**src/zsbp_pkg.sv**
```systemverilog
// ----------------------------------------------------------------------------
// zsbp_pkg
// Types, widths and constants shared by the ZMODEM sender block pacing core.
// ----------------------------------------------------------------------------
package zsbp_pkg;

   localparam int POS_W       = 32;
   localparam int LEN_W       = 14;
   localparam int WINDOW_W    = 20;
   localparam int RXBUF_W     = 16;
   localparam int CSR_DATA_W  = 20;
   localparam int CSR_INDEX_W = 2;
   localparam int GOOD_W      = 5;

   localparam int RESYNC_RETRIES = 10;
   localparam int MAX_BLOCK      = 8192;
   localparam int RESYNC_W       = $clog2(RESYNC_RETRIES + 1);

   localparam logic [LEN_W-1:0]    MIN_BLOCK_LEN   = LEN_W'(32);
   localparam logic [LEN_W-1:0]    MAX_BLOCK_LEN   = LEN_W'(MAX_BLOCK);
   localparam logic [GOOD_W-1:0]   THRESH_INIT     = GOOD_W'(4);
   localparam logic [GOOD_W-1:0]   THRESH_MAX      = GOOD_W'(16);
   localparam logic [GOOD_W-1:0]   THRESH_SAT      = GOOD_W'(8);
   localparam logic [RESYNC_W-1:0] RESYNC_FULL     = RESYNC_W'(RESYNC_RETRIES);
   localparam logic [RESYNC_W-1:0] RESYNC_FIRST    = RESYNC_W'(RESYNC_RETRIES - 1);
   localparam logic [RESYNC_W-1:0] RESYNC_SHRINK   = RESYNC_W'(RESYNC_RETRIES - 2);

   // Register reset values
   localparam logic [LEN_W-1:0]    MAX_LEN_RESET   = LEN_W'(1024);
   localparam logic [LEN_W-1:0]    START_LEN_RESET = LEN_W'(512);
   localparam logic [WINDOW_W-1:0] WINDOW_RESET    = '0;
   localparam logic [RXBUF_W-1:0]  RXBUF_RESET     = '0;
   // Initial block length that the register reset values give
   localparam logic [LEN_W-1:0]    BLOCK_LEN_RESET = LEN_W'(512);

   typedef enum logic [CSR_INDEX_W-1:0] {
      REG_MAX_BLOCK_LEN   = 2'd0,
      REG_START_BLOCK_LEN = 2'd1,
      REG_WINDOW_SIZE     = 2'd2,
      REG_RX_BUFFER_LEN   = 2'd3
   } csr_index_type;

   typedef enum logic [1:0] {
      KIND_START  = 2'd0,
      KIND_BLOCK  = 2'd1,
      KIND_RESEND = 2'd2,
      KIND_ACK    = 2'd3
   } kind_type;

   typedef enum logic [2:0] {
      ST_CONTINUE    = 3'd0,
      ST_WAIT_ACK    = 3'd1,
      ST_RESEND      = 3'd2,
      ST_ACK_TAKEN   = 3'd3,
      ST_ACK_IGNORED = 3'd4,
      ST_SYNC_ERROR  = 3'd5
   } status_type;

   typedef enum logic [1:0] {
      END_ZCRCG = 2'd0,
      END_ZCRCQ = 2'd1,
      END_ZCRCW = 2'd2,
      END_ZCRCE = 2'd3
   } end_type_type;

   typedef struct packed {
      kind_type             kind;
      logic [POS_W-1:0]     position;
      logic [LEN_W-1:0]     byte_count;
      logic                 end_of_file;
   } req_type;

   typedef struct packed {
      status_type           status;
      end_type_type         end_type;
      logic [LEN_W-1:0]     next_block_len;
      logic [POS_W-1:0]     send_position;
   } rsp_type;

   typedef struct packed {
      logic [LEN_W-1:0]     ceil_len;
      logic [LEN_W-1:0]     init_len;
      logic [WINDOW_W-1:0]  window_size;
      logic [RXBUF_W-1:0]   rx_buf_len;
   } cfg_type;

endpackage

```
**src/zsbp_req_if.sv**
```systemverilog
// ----------------------------------------------------------------------------
// zsbp_req_if
// Event channel into the pacing core: valid/ready with the event payload.
// ----------------------------------------------------------------------------
interface zsbp_req_if;
   logic                        valid;
   logic                        ready;
   logic [1:0]                  kind;
   logic [zsbp_pkg::POS_W-1:0]  position;
   logic [zsbp_pkg::LEN_W-1:0]  byte_count;
   logic                        end_of_file;

   modport source (output valid, kind, position, byte_count, end_of_file, input ready);
   modport sink   (input valid, kind, position, byte_count, end_of_file, output ready);
endinterface

```
**src/zsbp_rsp_if.sv**
```systemverilog
// ----------------------------------------------------------------------------
// zsbp_rsp_if
// Result channel out of the pacing core: valid/ready with the result payload.
// ----------------------------------------------------------------------------
interface zsbp_rsp_if;
   logic                        valid;
   logic                        ready;
   logic [2:0]                  status;
   logic [1:0]                  end_type;
   logic [zsbp_pkg::LEN_W-1:0]  next_block_len;
   logic [zsbp_pkg::POS_W-1:0]  send_position;

   modport source (output valid, status, end_type, next_block_len, send_position,
                   input ready);
   modport sink   (input valid, status, end_type, next_block_len, send_position,
                   output ready);
endinterface

```
**src/zmodem_sender_block_pacing_core.sv**
```systemverilog
// A beat accepted on req_if passes the event register, then the result register, to rsp_if.
// Throughput: one beat per cycle; the event register and the result
// register each pass a beat on every cycle the result side takes one.
// The per-event state update is combinational between those registers.
// Reset (synchronous, active high) restores the configuration registers and
// pacing state to their defaults and empties both registers.
// ----------------------------------------------------------------------------
// zmodem_sender_block_pacing_core
// Data-phase pacing of a ZMODEM file sender: one result beat per event beat.
// ----------------------------------------------------------------------------
module zmodem_sender_block_pacing_core (
   input  logic                               clock,
   input  logic                               reset,
   zsbp_req_if.sink                           req_if,
   zsbp_rsp_if.source                         rsp_if,
   input  logic                               csr_we,
   input  logic [zsbp_pkg::CSR_INDEX_W-1:0]   csr_index,
   input  logic [zsbp_pkg::CSR_DATA_W-1:0]    csr_wdata
);

   zsbp_pkg::cfg_type  cfg;
   zsbp_pkg::req_type  item_ff,  item_in;
   logic               item_valid_ff, item_valid_in;
   zsbp_pkg::rsp_type  result;
   zsbp_pkg::rsp_type  out_ff;
   logic               out_valid_ff, out_valid_in;
   logic               req_fire;
   logic               out_load;

   zsbp_csr u_csr (
      .clock     (clock),
      .reset     (reset),
      .csr_we    (csr_we),
      .csr_index (csr_index),
      .csr_wdata (csr_wdata),
      .cfg       (cfg)
   );

   zsbp_engine u_engine (
      .clock  (clock),
      .reset  (reset),
      .fire   (out_load),
      .item   (item_ff),
      .cfg    (cfg),
      .result (result)
   );

   // Advance the event register into the result register when it frees up
   assign out_load     = item_valid_ff && (!out_valid_ff || rsp_if.ready);
   assign req_if.ready = !item_valid_ff || out_load;
   assign req_fire     = req_if.valid && req_if.ready;

   always_comb begin
      item_in.kind        = zsbp_pkg::kind_type'(req_if.kind);
      item_in.position    = req_if.position;
      item_in.byte_count  = req_if.byte_count;
      item_in.end_of_file = req_if.end_of_file;
      item_valid_in       = req_fire ? 1'b1 : (out_load ? 1'b0 : item_valid_ff);
      out_valid_in        = out_load ? 1'b1 : (rsp_if.ready ? 1'b0 : out_valid_ff);
   end

   always_ff @(posedge clock) begin
      if (reset) begin
         item_valid_ff <= 1'b0;
         out_valid_ff  <= 1'b0;
      end else begin
         item_valid_ff <= item_valid_in;
         out_valid_ff  <= out_valid_in;
      end
   end

   always_ff @(posedge clock) begin
      if (req_fire) item_ff <= item_in;
      if (out_load) out_ff  <= result;
   end

   assign rsp_if.valid          = out_valid_ff;
   assign rsp_if.status         = out_ff.status;
   assign rsp_if.end_type       = out_ff.end_type;
   assign rsp_if.next_block_len = out_ff.next_block_len;
   assign rsp_if.send_position  = out_ff.send_position;

endmodule

```
**src/zsbp_csr.sv**
```systemverilog
// ----------------------------------------------------------------------------
// zsbp_csr
// Configuration registers and the derived block length ceiling and start length.
// ----------------------------------------------------------------------------
module zsbp_csr (
   input  logic                                clock,
   input  logic                                reset,
   input  logic                                csr_we,
   input  logic [zsbp_pkg::CSR_INDEX_W-1:0]    csr_index,
   input  logic [zsbp_pkg::CSR_DATA_W-1:0]     csr_wdata,
   output zsbp_pkg::cfg_type                   cfg
);

   logic [zsbp_pkg::LEN_W-1:0]    max_len_ff;
   logic [zsbp_pkg::LEN_W-1:0]    start_len_ff;
   logic [zsbp_pkg::WINDOW_W-1:0] window_ff;
   logic [zsbp_pkg::RXBUF_W-1:0]  rxbuf_ff;
   logic [zsbp_pkg::LEN_W-1:0]    ceil_len;
   logic [zsbp_pkg::LEN_W-1:0]    init_len;

   always_ff @(posedge clock) begin
      if (reset) begin
         max_len_ff   <= zsbp_pkg::MAX_LEN_RESET;
         start_len_ff <= zsbp_pkg::START_LEN_RESET;
         window_ff    <= zsbp_pkg::WINDOW_RESET;
         rxbuf_ff     <= zsbp_pkg::RXBUF_RESET;
      end else if (csr_we) begin
         unique case (zsbp_pkg::csr_index_type'(csr_index))
            zsbp_pkg::REG_MAX_BLOCK_LEN:   max_len_ff   <= csr_wdata[zsbp_pkg::LEN_W-1:0];
            zsbp_pkg::REG_START_BLOCK_LEN: start_len_ff <= csr_wdata[zsbp_pkg::LEN_W-1:0];
            zsbp_pkg::REG_WINDOW_SIZE:     window_ff    <= csr_wdata[zsbp_pkg::WINDOW_W-1:0];
            zsbp_pkg::REG_RX_BUFFER_LEN:   rxbuf_ff     <= csr_wdata[zsbp_pkg::RXBUF_W-1:0];
            default: ;
         endcase
      end
   end

   // Clamp the ceiling to the legal range, then to the receiver buffer
   always_comb begin
      ceil_len = max_len_ff;
      if (ceil_len < zsbp_pkg::MIN_BLOCK_LEN) ceil_len = zsbp_pkg::MIN_BLOCK_LEN;
      if (ceil_len > zsbp_pkg::MAX_BLOCK_LEN) ceil_len = zsbp_pkg::MAX_BLOCK_LEN;
      if (rxbuf_ff != '0 && {2'b00, ceil_len} > rxbuf_ff) begin
         ceil_len = rxbuf_ff[zsbp_pkg::LEN_W-1:0];
      end
      if (ceil_len < zsbp_pkg::MIN_BLOCK_LEN) ceil_len = zsbp_pkg::MIN_BLOCK_LEN;

      init_len = start_len_ff;
      if (init_len < zsbp_pkg::MIN_BLOCK_LEN) init_len = zsbp_pkg::MIN_BLOCK_LEN;
      if (init_len > ceil_len) init_len = ceil_len;
   end

   assign cfg.ceil_len    = ceil_len;
   assign cfg.init_len    = init_len;
   assign cfg.window_size = window_ff;
   assign cfg.rx_buf_len  = rxbuf_ff;

endmodule

```
**src/zsbp_engine.sv**
```systemverilog
// ----------------------------------------------------------------------------
// zsbp_engine
// Sender pacing state and the per-event update: positions, block length,
// good-block counting, resync retries and receiver buffer credit.
// ----------------------------------------------------------------------------
module zsbp_engine (
   input  logic                clock,
   input  logic                reset,
   input  logic                fire,
   input  zsbp_pkg::req_type   item,
   input  zsbp_pkg::cfg_type   cfg,
   output zsbp_pkg::rsp_type   result
);

   logic [zsbp_pkg::POS_W-1:0]    tx_pos_ff,   tx_pos_in;
   logic [zsbp_pkg::POS_W-1:0]    rx_pos_ff,   rx_pos_in;
   logic [zsbp_pkg::LEN_W-1:0]    blk_len_ff,  blk_len_in;
   logic [zsbp_pkg::GOOD_W-1:0]   good_ff,     good_in;
   logic [zsbp_pkg::GOOD_W-1:0]   thresh_ff,   thresh_in;
   logic [zsbp_pkg::POS_W-1:0]    rs_pos_ff,   rs_pos_in;
   logic                          rs_valid_ff, rs_valid_in;
   logic [zsbp_pkg::RESYNC_W-1:0] rs_left_ff,  rs_left_in;
   logic [zsbp_pkg::RXBUF_W-1:0]  credit_ff,   credit_in;

   zsbp_pkg::status_type          status;
   zsbp_pkg::end_type_type        etype;
   logic [zsbp_pkg::GOOD_W-1:0]   good_inc;
   logic [zsbp_pkg::LEN_W:0]      dbl_len;
   logic [zsbp_pkg::LEN_W-1:0]    qtr_len;
   logic [zsbp_pkg::POS_W:0]      win_limit;
   logic                          win_full;
   logic                          repeat_pos;
   logic                          ack_ok;

   always_comb begin
      tx_pos_in   = tx_pos_ff;
      rx_pos_in   = rx_pos_ff;
      blk_len_in  = blk_len_ff;
      good_in     = good_ff;
      thresh_in   = thresh_ff;
      rs_pos_in   = rs_pos_ff;
      rs_valid_in = rs_valid_ff;
      rs_left_in  = rs_left_ff;
      credit_in   = credit_ff;
      status      = zsbp_pkg::ST_CONTINUE;
      etype       = zsbp_pkg::END_ZCRCG;
      good_inc    = good_ff + 1'b1;
      dbl_len     = {blk_len_ff, 1'b0};
      qtr_len     = blk_len_ff >> 2;
      win_limit   = '0;
      win_full    = 1'b0;
      repeat_pos  = rs_valid_ff && (item.position == rs_pos_ff);
      ack_ok      = 1'b0;

      case (item.kind)
         zsbp_pkg::KIND_START: begin
            tx_pos_in   = item.position;
            rx_pos_in   = item.position;
            blk_len_in  = cfg.init_len;
            good_in     = zsbp_pkg::GOOD_W'(1);
            thresh_in   = zsbp_pkg::THRESH_INIT;
            rs_valid_in = 1'b0;
            rs_pos_in   = '0;
            rs_left_in  = zsbp_pkg::RESYNC_FULL;
            credit_in   = cfg.rx_buf_len;
         end
         zsbp_pkg::KIND_BLOCK: begin
            if (item.end_of_file) begin
               etype = zsbp_pkg::END_ZCRCE;
            end else if (cfg.rx_buf_len != '0 && {2'b00, item.byte_count} >= credit_ff) begin
               credit_in = '0;
               etype     = zsbp_pkg::END_ZCRCW;
            end else begin
               if (cfg.rx_buf_len != '0) credit_in = credit_ff - {2'b00, item.byte_count};
               etype = (cfg.window_size != '0) ? zsbp_pkg::END_ZCRCQ : zsbp_pkg::END_ZCRCG;
            end
            tx_pos_in = tx_pos_ff + {{(zsbp_pkg::POS_W - zsbp_pkg::LEN_W){1'b0}},
                                     item.byte_count};
            // Grow the block after a run of good blocks, never past the ceiling
            if (blk_len_ff < cfg.ceil_len) begin
               good_in = good_inc;
               if (good_inc > thresh_ff) begin
                  blk_len_in = (dbl_len < {1'b0, cfg.ceil_len}) ?
                               dbl_len[zsbp_pkg::LEN_W-1:0] : cfg.ceil_len;
                  good_in    = zsbp_pkg::GOOD_W'(1);
               end
            end
            win_limit = {1'b0, rx_pos_ff} +
                        {{(zsbp_pkg::POS_W + 1 - zsbp_pkg::WINDOW_W){1'b0}}, cfg.window_size};
            win_full  = (cfg.window_size != '0) && ({1'b0, tx_pos_in} >= win_limit);
            status    = (etype == zsbp_pkg::END_ZCRCW || etype == zsbp_pkg::END_ZCRCE ||
                         win_full) ? zsbp_pkg::ST_WAIT_ACK : zsbp_pkg::ST_CONTINUE;
         end
         zsbp_pkg::KIND_RESEND: begin
            rx_pos_in = item.position;
            if (repeat_pos && rs_left_ff == '0) begin
               status = zsbp_pkg::ST_SYNC_ERROR;
            end else begin
               status      = zsbp_pkg::ST_RESEND;
               rs_left_in  = repeat_pos ? rs_left_ff - 1'b1 : zsbp_pkg::RESYNC_FIRST;
               rs_pos_in   = item.position;
               rs_valid_in = 1'b1;
               tx_pos_in   = item.position;
               // Repeated trouble: quarter the block, demand more good blocks
               if (rs_left_in < zsbp_pkg::RESYNC_SHRINK) begin
                  blk_len_in = (qtr_len > zsbp_pkg::MIN_BLOCK_LEN) ?
                               qtr_len : zsbp_pkg::MIN_BLOCK_LEN;
                  thresh_in  = (thresh_ff >= zsbp_pkg::THRESH_SAT) ?
                               zsbp_pkg::THRESH_MAX : {thresh_ff[zsbp_pkg::GOOD_W-2:0], 1'b0};
               end
               good_in   = '0;
               credit_in = cfg.rx_buf_len;
            end
         end
         zsbp_pkg::KIND_ACK: begin
            rx_pos_in = item.position;
            win_limit = {1'b0, item.position} +
                        {{(zsbp_pkg::POS_W + 1 - zsbp_pkg::WINDOW_W){1'b0}}, cfg.window_size};
            ack_ok    = (cfg.window_size == '0) ? (tx_pos_ff == item.position) :
                        ({1'b0, tx_pos_ff} < win_limit);
            if (ack_ok) begin
               status    = zsbp_pkg::ST_ACK_TAKEN;
               credit_in = cfg.rx_buf_len;
            end else begin
               status = zsbp_pkg::ST_ACK_IGNORED;
            end
         end
         default: ;
      endcase
   end

   always_ff @(posedge clock) begin
      if (reset) begin
         tx_pos_ff   <= '0;
         rx_pos_ff   <= '0;
         blk_len_ff  <= zsbp_pkg::BLOCK_LEN_RESET;
         good_ff     <= zsbp_pkg::GOOD_W'(1);
         thresh_ff   <= zsbp_pkg::THRESH_INIT;
         rs_pos_ff   <= '0;
         rs_valid_ff <= 1'b0;
         rs_left_ff  <= zsbp_pkg::RESYNC_FULL;
         credit_ff   <= zsbp_pkg::RXBUF_RESET;
      end else if (fire) begin
         tx_pos_ff   <= tx_pos_in;
         rx_pos_ff   <= rx_pos_in;
         blk_len_ff  <= blk_len_in;
         good_ff     <= good_in;
         thresh_ff   <= thresh_in;
         rs_pos_ff   <= rs_pos_in;
         rs_valid_ff <= rs_valid_in;
         rs_left_ff  <= rs_left_in;
         credit_ff   <= credit_in;
      end
   end

   assign result.status         = status;
   assign result.end_type       = etype;
   assign result.next_block_len = blk_len_in;
   assign result.send_position  = tx_pos_in;

endmodule

```
**src/flat_wrapper.sv**
```systemverilog
// flat-port wrapper written by rule: the top's interface ports become plain ports
module zmodem_sender_block_pacing_core_flat 
  (clock, reset, csr_we, csr_index, csr_wdata, req_if_valid, req_if_kind, req_if_position, req_if_byte_count, req_if_end_of_file, req_if_ready, rsp_if_valid, rsp_if_status, rsp_if_end_type, rsp_if_next_block_len, rsp_if_send_position, rsp_if_ready);
  zsbp_req_if req_if_i ();
  zsbp_rsp_if rsp_if_i ();
  input  logic clock;
  input  logic reset;
  input  logic csr_we;
  input  logic [zsbp_pkg::CSR_INDEX_W-1:0] csr_index;
  input  logic [zsbp_pkg::CSR_DATA_W-1:0] csr_wdata;
  input wire logic [$bits(req_if_i.valid)-1:0] req_if_valid;
  input wire logic [$bits(req_if_i.kind)-1:0] req_if_kind;
  input wire logic [$bits(req_if_i.position)-1:0] req_if_position;
  input wire logic [$bits(req_if_i.byte_count)-1:0] req_if_byte_count;
  input wire logic [$bits(req_if_i.end_of_file)-1:0] req_if_end_of_file;
  output wire logic [$bits(req_if_i.ready)-1:0] req_if_ready;
  output wire logic [$bits(rsp_if_i.valid)-1:0] rsp_if_valid;
  output wire logic [$bits(rsp_if_i.status)-1:0] rsp_if_status;
  output wire logic [$bits(rsp_if_i.end_type)-1:0] rsp_if_end_type;
  output wire logic [$bits(rsp_if_i.next_block_len)-1:0] rsp_if_next_block_len;
  output wire logic [$bits(rsp_if_i.send_position)-1:0] rsp_if_send_position;
  input wire logic [$bits(rsp_if_i.ready)-1:0] rsp_if_ready;
  assign req_if_i.valid = req_if_valid;
  assign req_if_i.kind = req_if_kind;
  assign req_if_i.position = req_if_position;
  assign req_if_i.byte_count = req_if_byte_count;
  assign req_if_i.end_of_file = req_if_end_of_file;
  assign req_if_ready = req_if_i.ready;
  assign rsp_if_valid = rsp_if_i.valid;
  assign rsp_if_status = rsp_if_i.status;
  assign rsp_if_end_type = rsp_if_i.end_type;
  assign rsp_if_next_block_len = rsp_if_i.next_block_len;
  assign rsp_if_send_position = rsp_if_i.send_position;
  assign rsp_if_i.ready = rsp_if_ready;
  zmodem_sender_block_pacing_core u_core (.clock(clock), .reset(reset), .req_if(req_if_i), .rsp_if(rsp_if_i), .csr_we(csr_we), .csr_index(csr_index), .csr_wdata(csr_wdata));
endmodule
```
**config.mk**
```make
export PLATFORM = sky130hd
export DESIGN_NAME = zmodem_sender_block_pacing_core_flat
export DESIGN_NICKNAME = d
export VERILOG_FILES = /design/src/zsbp_pkg.sv /design/src/zsbp_req_if.sv /design/src/zsbp_rsp_if.sv /design/src/zmodem_sender_block_pacing_core.sv /design/src/zsbp_csr.sv /design/src/zsbp_engine.sv /design/src/flat_wrapper.sv
export SDC_FILE = /design/constraint.sdc
export NUM_CORES = 1
export LEC_CHECK = 0
export BUFFER_PORTS_ARGS = -buffer_cell sky130_fd_sc_hd__buf_2
export CAP_MARGIN = 15
export CORE_MARGIN = 2
export CORE_UTILIZATION = 64
export CTS_BUF_LIST = sky130_fd_sc_hd__clkbuf_4 sky130_fd_sc_hd__clkbuf_8
export DETAILED_ROUTE_END_ITERATION = 6
export PLACE_DENSITY = 0.83
export SLEW_MARGIN = 20
export SYNTH_ARGS = -nofsm -noshare
export SYNTH_HDL_FRONTEND = slang
export SYNTH_SLANG_ARGS = --single-unit
```
**constraint.sdc**
```tcl
create_clock -name clock -period 7.2 [get_ports clock]
set_clock_uncertainty 0.15 [all_clocks]
set_input_delay 0.36 -clock clock [delete_from_list [all_inputs] [get_ports clock]]
set_output_delay 0.36 -clock clock [all_outputs]
set_load 0.03 [all_outputs]
```
==> results.py <==
metrics = {
    "power": {
        "power.clock.fraction_pct": 39.9,
        "internal-power_mw": 3.454,
        "finalPower_mw": 4.966,
        "p_sw_mw": 1.512,
        "p_per_area_nw_per_um2": 214.8,
        "sw_frac_of_total_pct": 30.45,
        "p_seq_share_pct": 39.8,
        "comb_power_share_pct": 20.4,
        "power.leakage_nw": 9.788,
        "ir_worst_vdd_uv": 251.4,
    },
    "status": {
        "status": "finished, final reports clean",
    },
    "drt": {
        "ant_nets": 0,
        "dr.pass1.iters": 6,
        "route.detailed.drc": 0,
        "wl_per_cell_um": 22.06,
        "wirelength_mm": 65.80,
        "drtIter0Drc": 2531,
        "vias": 19260,
        "via_per_inst": 6.458,
    },
    "yosys": {
        "yosys_register_bits": 305,
        "avgSynthCellArea_sq_um": 8.461,
        "synth_top_family_by_area": "compound AO/OA/AOI/OAI gates",
        "synth_top_area_share_pct": 20.24,
        "synthAdderAreaFrac_pct": 12.55,
        "synth_area_leader_cell": "dfxtp_1",
        "synth-edff-count": 100,
        "netlist_instances": 2396,
        "synth-compound-area-share_pct": 19.87,
        "synthMuxAreaShare_pct": 1.555,
        "synth_warnings": 0,
        "ys_top_cells_by_area": "dfxtp_1, edfxtp_1, ha_1, nand2_1, a21oi_1",
        "synthSimpleGateAreaFrac_pct": 19.55,
        "synth-xor-area-share_pct": 7.110,
        "async_reset_ff_share_pct": 0,
        "dominantRegCellSynth": "dfxtp_1",
        "synth_nets": 2673,
        "ys_types": 86,
        "ys_seq_area_share_pct": 35.06,
        "syn_area_sq_um": 20270,
    },
    "worst_setup_path": {
        "required_ps": 7430,
        "end_kind": "flip-flop",
        "cp-start-kind": "flip-flop",
        "crit_type": "flip-flop to flip-flop",
        "path_max_fanout": 14,
        "cpPeakStageDelay_ps": 590,
        "worstPathArrival_ps": 6770,
        "path_buf_inv": 1,
        "path_delay_family": "compound AO/OA/AOI/OAI gates",
        "r2r_slack_ps": 650,
        "crit_chain": "or4_1 -> nor2_1 -> nor2_1 -> and2_1 -> ha_1 -> a21oi_1 -> o21ai_0 -> a211oi_1 -> or3_1 -> mux2i_1 -> ha_1 -> a211oi_1 -> o21a_1 -> o21ai_0 -> a221oi_1 -> and2_1 -> o31ai_1 -> buf_4 -> a221o_1 -> a221oi_1 -> a21oi_1",
        "slowest_stage": "or3_1",
    },
    "hold_path": {
        "hold_class": "input port to flip-flop",
    },
    "flow_run": {
        "drv_cap": 0,
    },
    "floorplanning": {
        "dieArea_sq_um": 33110,
        "std_cell_rows": 65,
        "start_util_pct": 64.58,
        "die_x_um": 182.0,
        "io_pins": 129,
        "die_h_um": 182.0,
        "core_area_sq_um": 31390,
    },
    "clocking": {
        "root_buffer": "clkbuf_8",
        "cts-buffers-inserted": 52,
        "h-tree-depth": 2,
        "clockBufferDepth": 3,
        "clk_pin_slew_worst_paths_ps": 60,
        "clk_latency_ps": 670,
        "cts.sinks": 305,
        "post_cts_resize_count": 0,
        "tritoncts": "yes",
    },
    "grt": {
        "grtUsageTotal_pct": 39.33,
        "overflow": 0,
        "antenna_found_initial": 0,
        "grt_pass1_wl_mm": 101.2,
        "grt_pass1_vias": 18090,
        "grt_max_degree": 113,
    },
    "placed_design": {
        "place_congestion": 0.9964,
        "dp.final_hpwl_mm": 46.25,
        "io_buffers": 128,
    },
    "sta": {
        "tns_ps": 0,
        "drv_slew": 0,
        "period_minus_slack_ps": 6546,
        "max_slew_margin_pct": 29.11,
        "tightest_slew_ps": 1061,
        "min_period_over_period_pct": 90.92,
        "hold_viol": 0,
        "rsz0062_at_grt": "false",
        "max_clock_freq_mhz": 152.8,
        "setup_viol": 0,
    },
    "final_layout": {
        "synthToLayoutAreaGrowth_pct": 14.06,
        "layout-drive-gt1-share_pct": 11.28,
        "fin_nets": 2813,
        "diodes": 0,
    },
}
[synthesized netlist by cell type (all sizes together), types with 50 or more instances]
cell / number
o21ai: 105
clkbuf: 119
xnor2: 78
a21oi: 230
ha: 197
a22oi: 60
inv: 80
edfxtp: 100
dfxtp: 205
nand3: 50
nor2: 214
nand2: 325
xor2: 84
[power by group through the flow]
stage	registers, mW	clock network, mW	logic [mW]
floorplan	1.98	0	0.668
global placement	2.00	0	0.927
detailed placement	2.00	0	0.946
CTS	1.97	1.99	0.983
global route	1.98	2.06	1.10
finish	1.97	1.98	1.01
[through the flow]
step                      std cells  worst slack [ps]  hold WS [ps]  area (sq um)  utilization, %
after global routing           2982             175.6         113.7         23120           73.65
after CTS                      2982             732.6         42.73         23120           73.65
final                          2982             653.5         93.91         23120           73.65
after floorplan                2396              1747         281.7         20270               -
after global placement         2812             992.1         293.1         21070           67.11
after detailed placement       2812             787.6         299.4         21070           67.11
[per-layer routing]
metal / global-route usage, % / routed length (um) / up-vias / share of wire (%)
li1: - / - / 8906 / -
met1: 54.62 / 27250 / 9003 / 41
met4: 17.74 / 2948 / 0 / 4.5
met2: 59.91 / 28420 / 1150 / 43
met5: 0 / 0 / - / 0
met3: 7.220 / 7183 / 200 / 11
[worst reg2reg max path: stages, from the launching register on]
cell and delay (ps):
dfxtp_1 320, or4_1 550, nor2_1 160, nor2_1 120
and2_1 230, ha_1 290, a21oi_1 180, o21ai_0 130
a211oi_1 430, or3_1 590, mux2i_1 580, ha_1 360
a211oi_1 220, o21a_1 160, o21ai_0 100, a221oi_1 330
and2_1 180, o31ai_1 70, buf_4 190, a221o_1 410
a221oi_1 420, a21oi_1 70
[state kept, by name, summed over array words and instances (netlist names), 14 cells and up]
signal,cells
u_core.u_engine.rs_pos_ff,32
u_core.u_engine.tx_pos_ff,32
u_core.u_csr.window_ff,20
u_core.u_engine.blk_len_ff,14
u_core.u_engine.credit_ff,16
u_core.u_csr.rxbuf_ff,16
u_core.u_engine.rx_pos_ff,32
u_core.rsp_if.next_block_len,14
u_core.u_csr.max_len_ff,14
u_core.rsp_if.send_position,32
u_core.u_csr.start_len_ff,14
u_core.item_ff,49
[kinds of logic (layout without fill, tap and decap cells)]
family,count (synthesis),after routing
muxes,31,31
AOI/OAI and AO/OA,625,625
buffers and inverters,220,404
and+or+nand+nor,852,852
DFF,305,305
xor gates and xnor gates,162,162
adders and majority gates,201,201
[what timing repair did]
| action | in CTS | in global routing |
|---|---|---|
| setup buffers | 0 | 0 |
| hold buffers | 72 | 0 |
| endpoints found under the hold margin | 115 | 0 |
[cell type report]
cell class | count | area (sq um)
Sequential cell | 305 | 7107
Clock buffer | 82 | 1035
Multi-Input combinational cell | 1871 | 12320
Fill cell | 2358 | 8270
Tap cell | 402 | 503.0
Inverter | 81 | 305.3
Timing Repair Buffer | 225 | 1555
Clock inverter | 16 | 300.3
[final timing paths]
path,start,to,cells after the start
max reg2reg,u_core.u_csr.max_len_ff[9],u_core.rsp_if.next_block_len[12],21
min,reset,u_core.u_engine.rs_left_ff[0],2
max,u_core.u_csr.max_len_ff[9],u_core.rsp_if.next_block_len[12],21
min reg2reg,u_core.u_csr.max_len_ff[1],u_core.u_csr.max_len_ff[1],2
[placed cells by master (no fill, tap or decap), types with 50 or more instances in the layout]
cell | netlist | final
buf_2 | 13 | 127
edfxtp_1 | 100 | 100
nand2_1 | 325 | 325
nor2_1 | 214 | 212
xor2_1 | 84 | 84
o21ai_0 | 98 | 98
dlygate4sd3_1 | 0 | 72
a22oi_1 | 60 | 60
ha_1 | 197 | 196
clkbuf_8 | 0 | 67
dfxtp_1 | 205 | 205
inv_1 | 78 | 77
nand3_1 | 50 | 50
a21oi_1 | 230 | 229
xnor2_1 | 75 | 75
(Power assumes the default switching activity.)
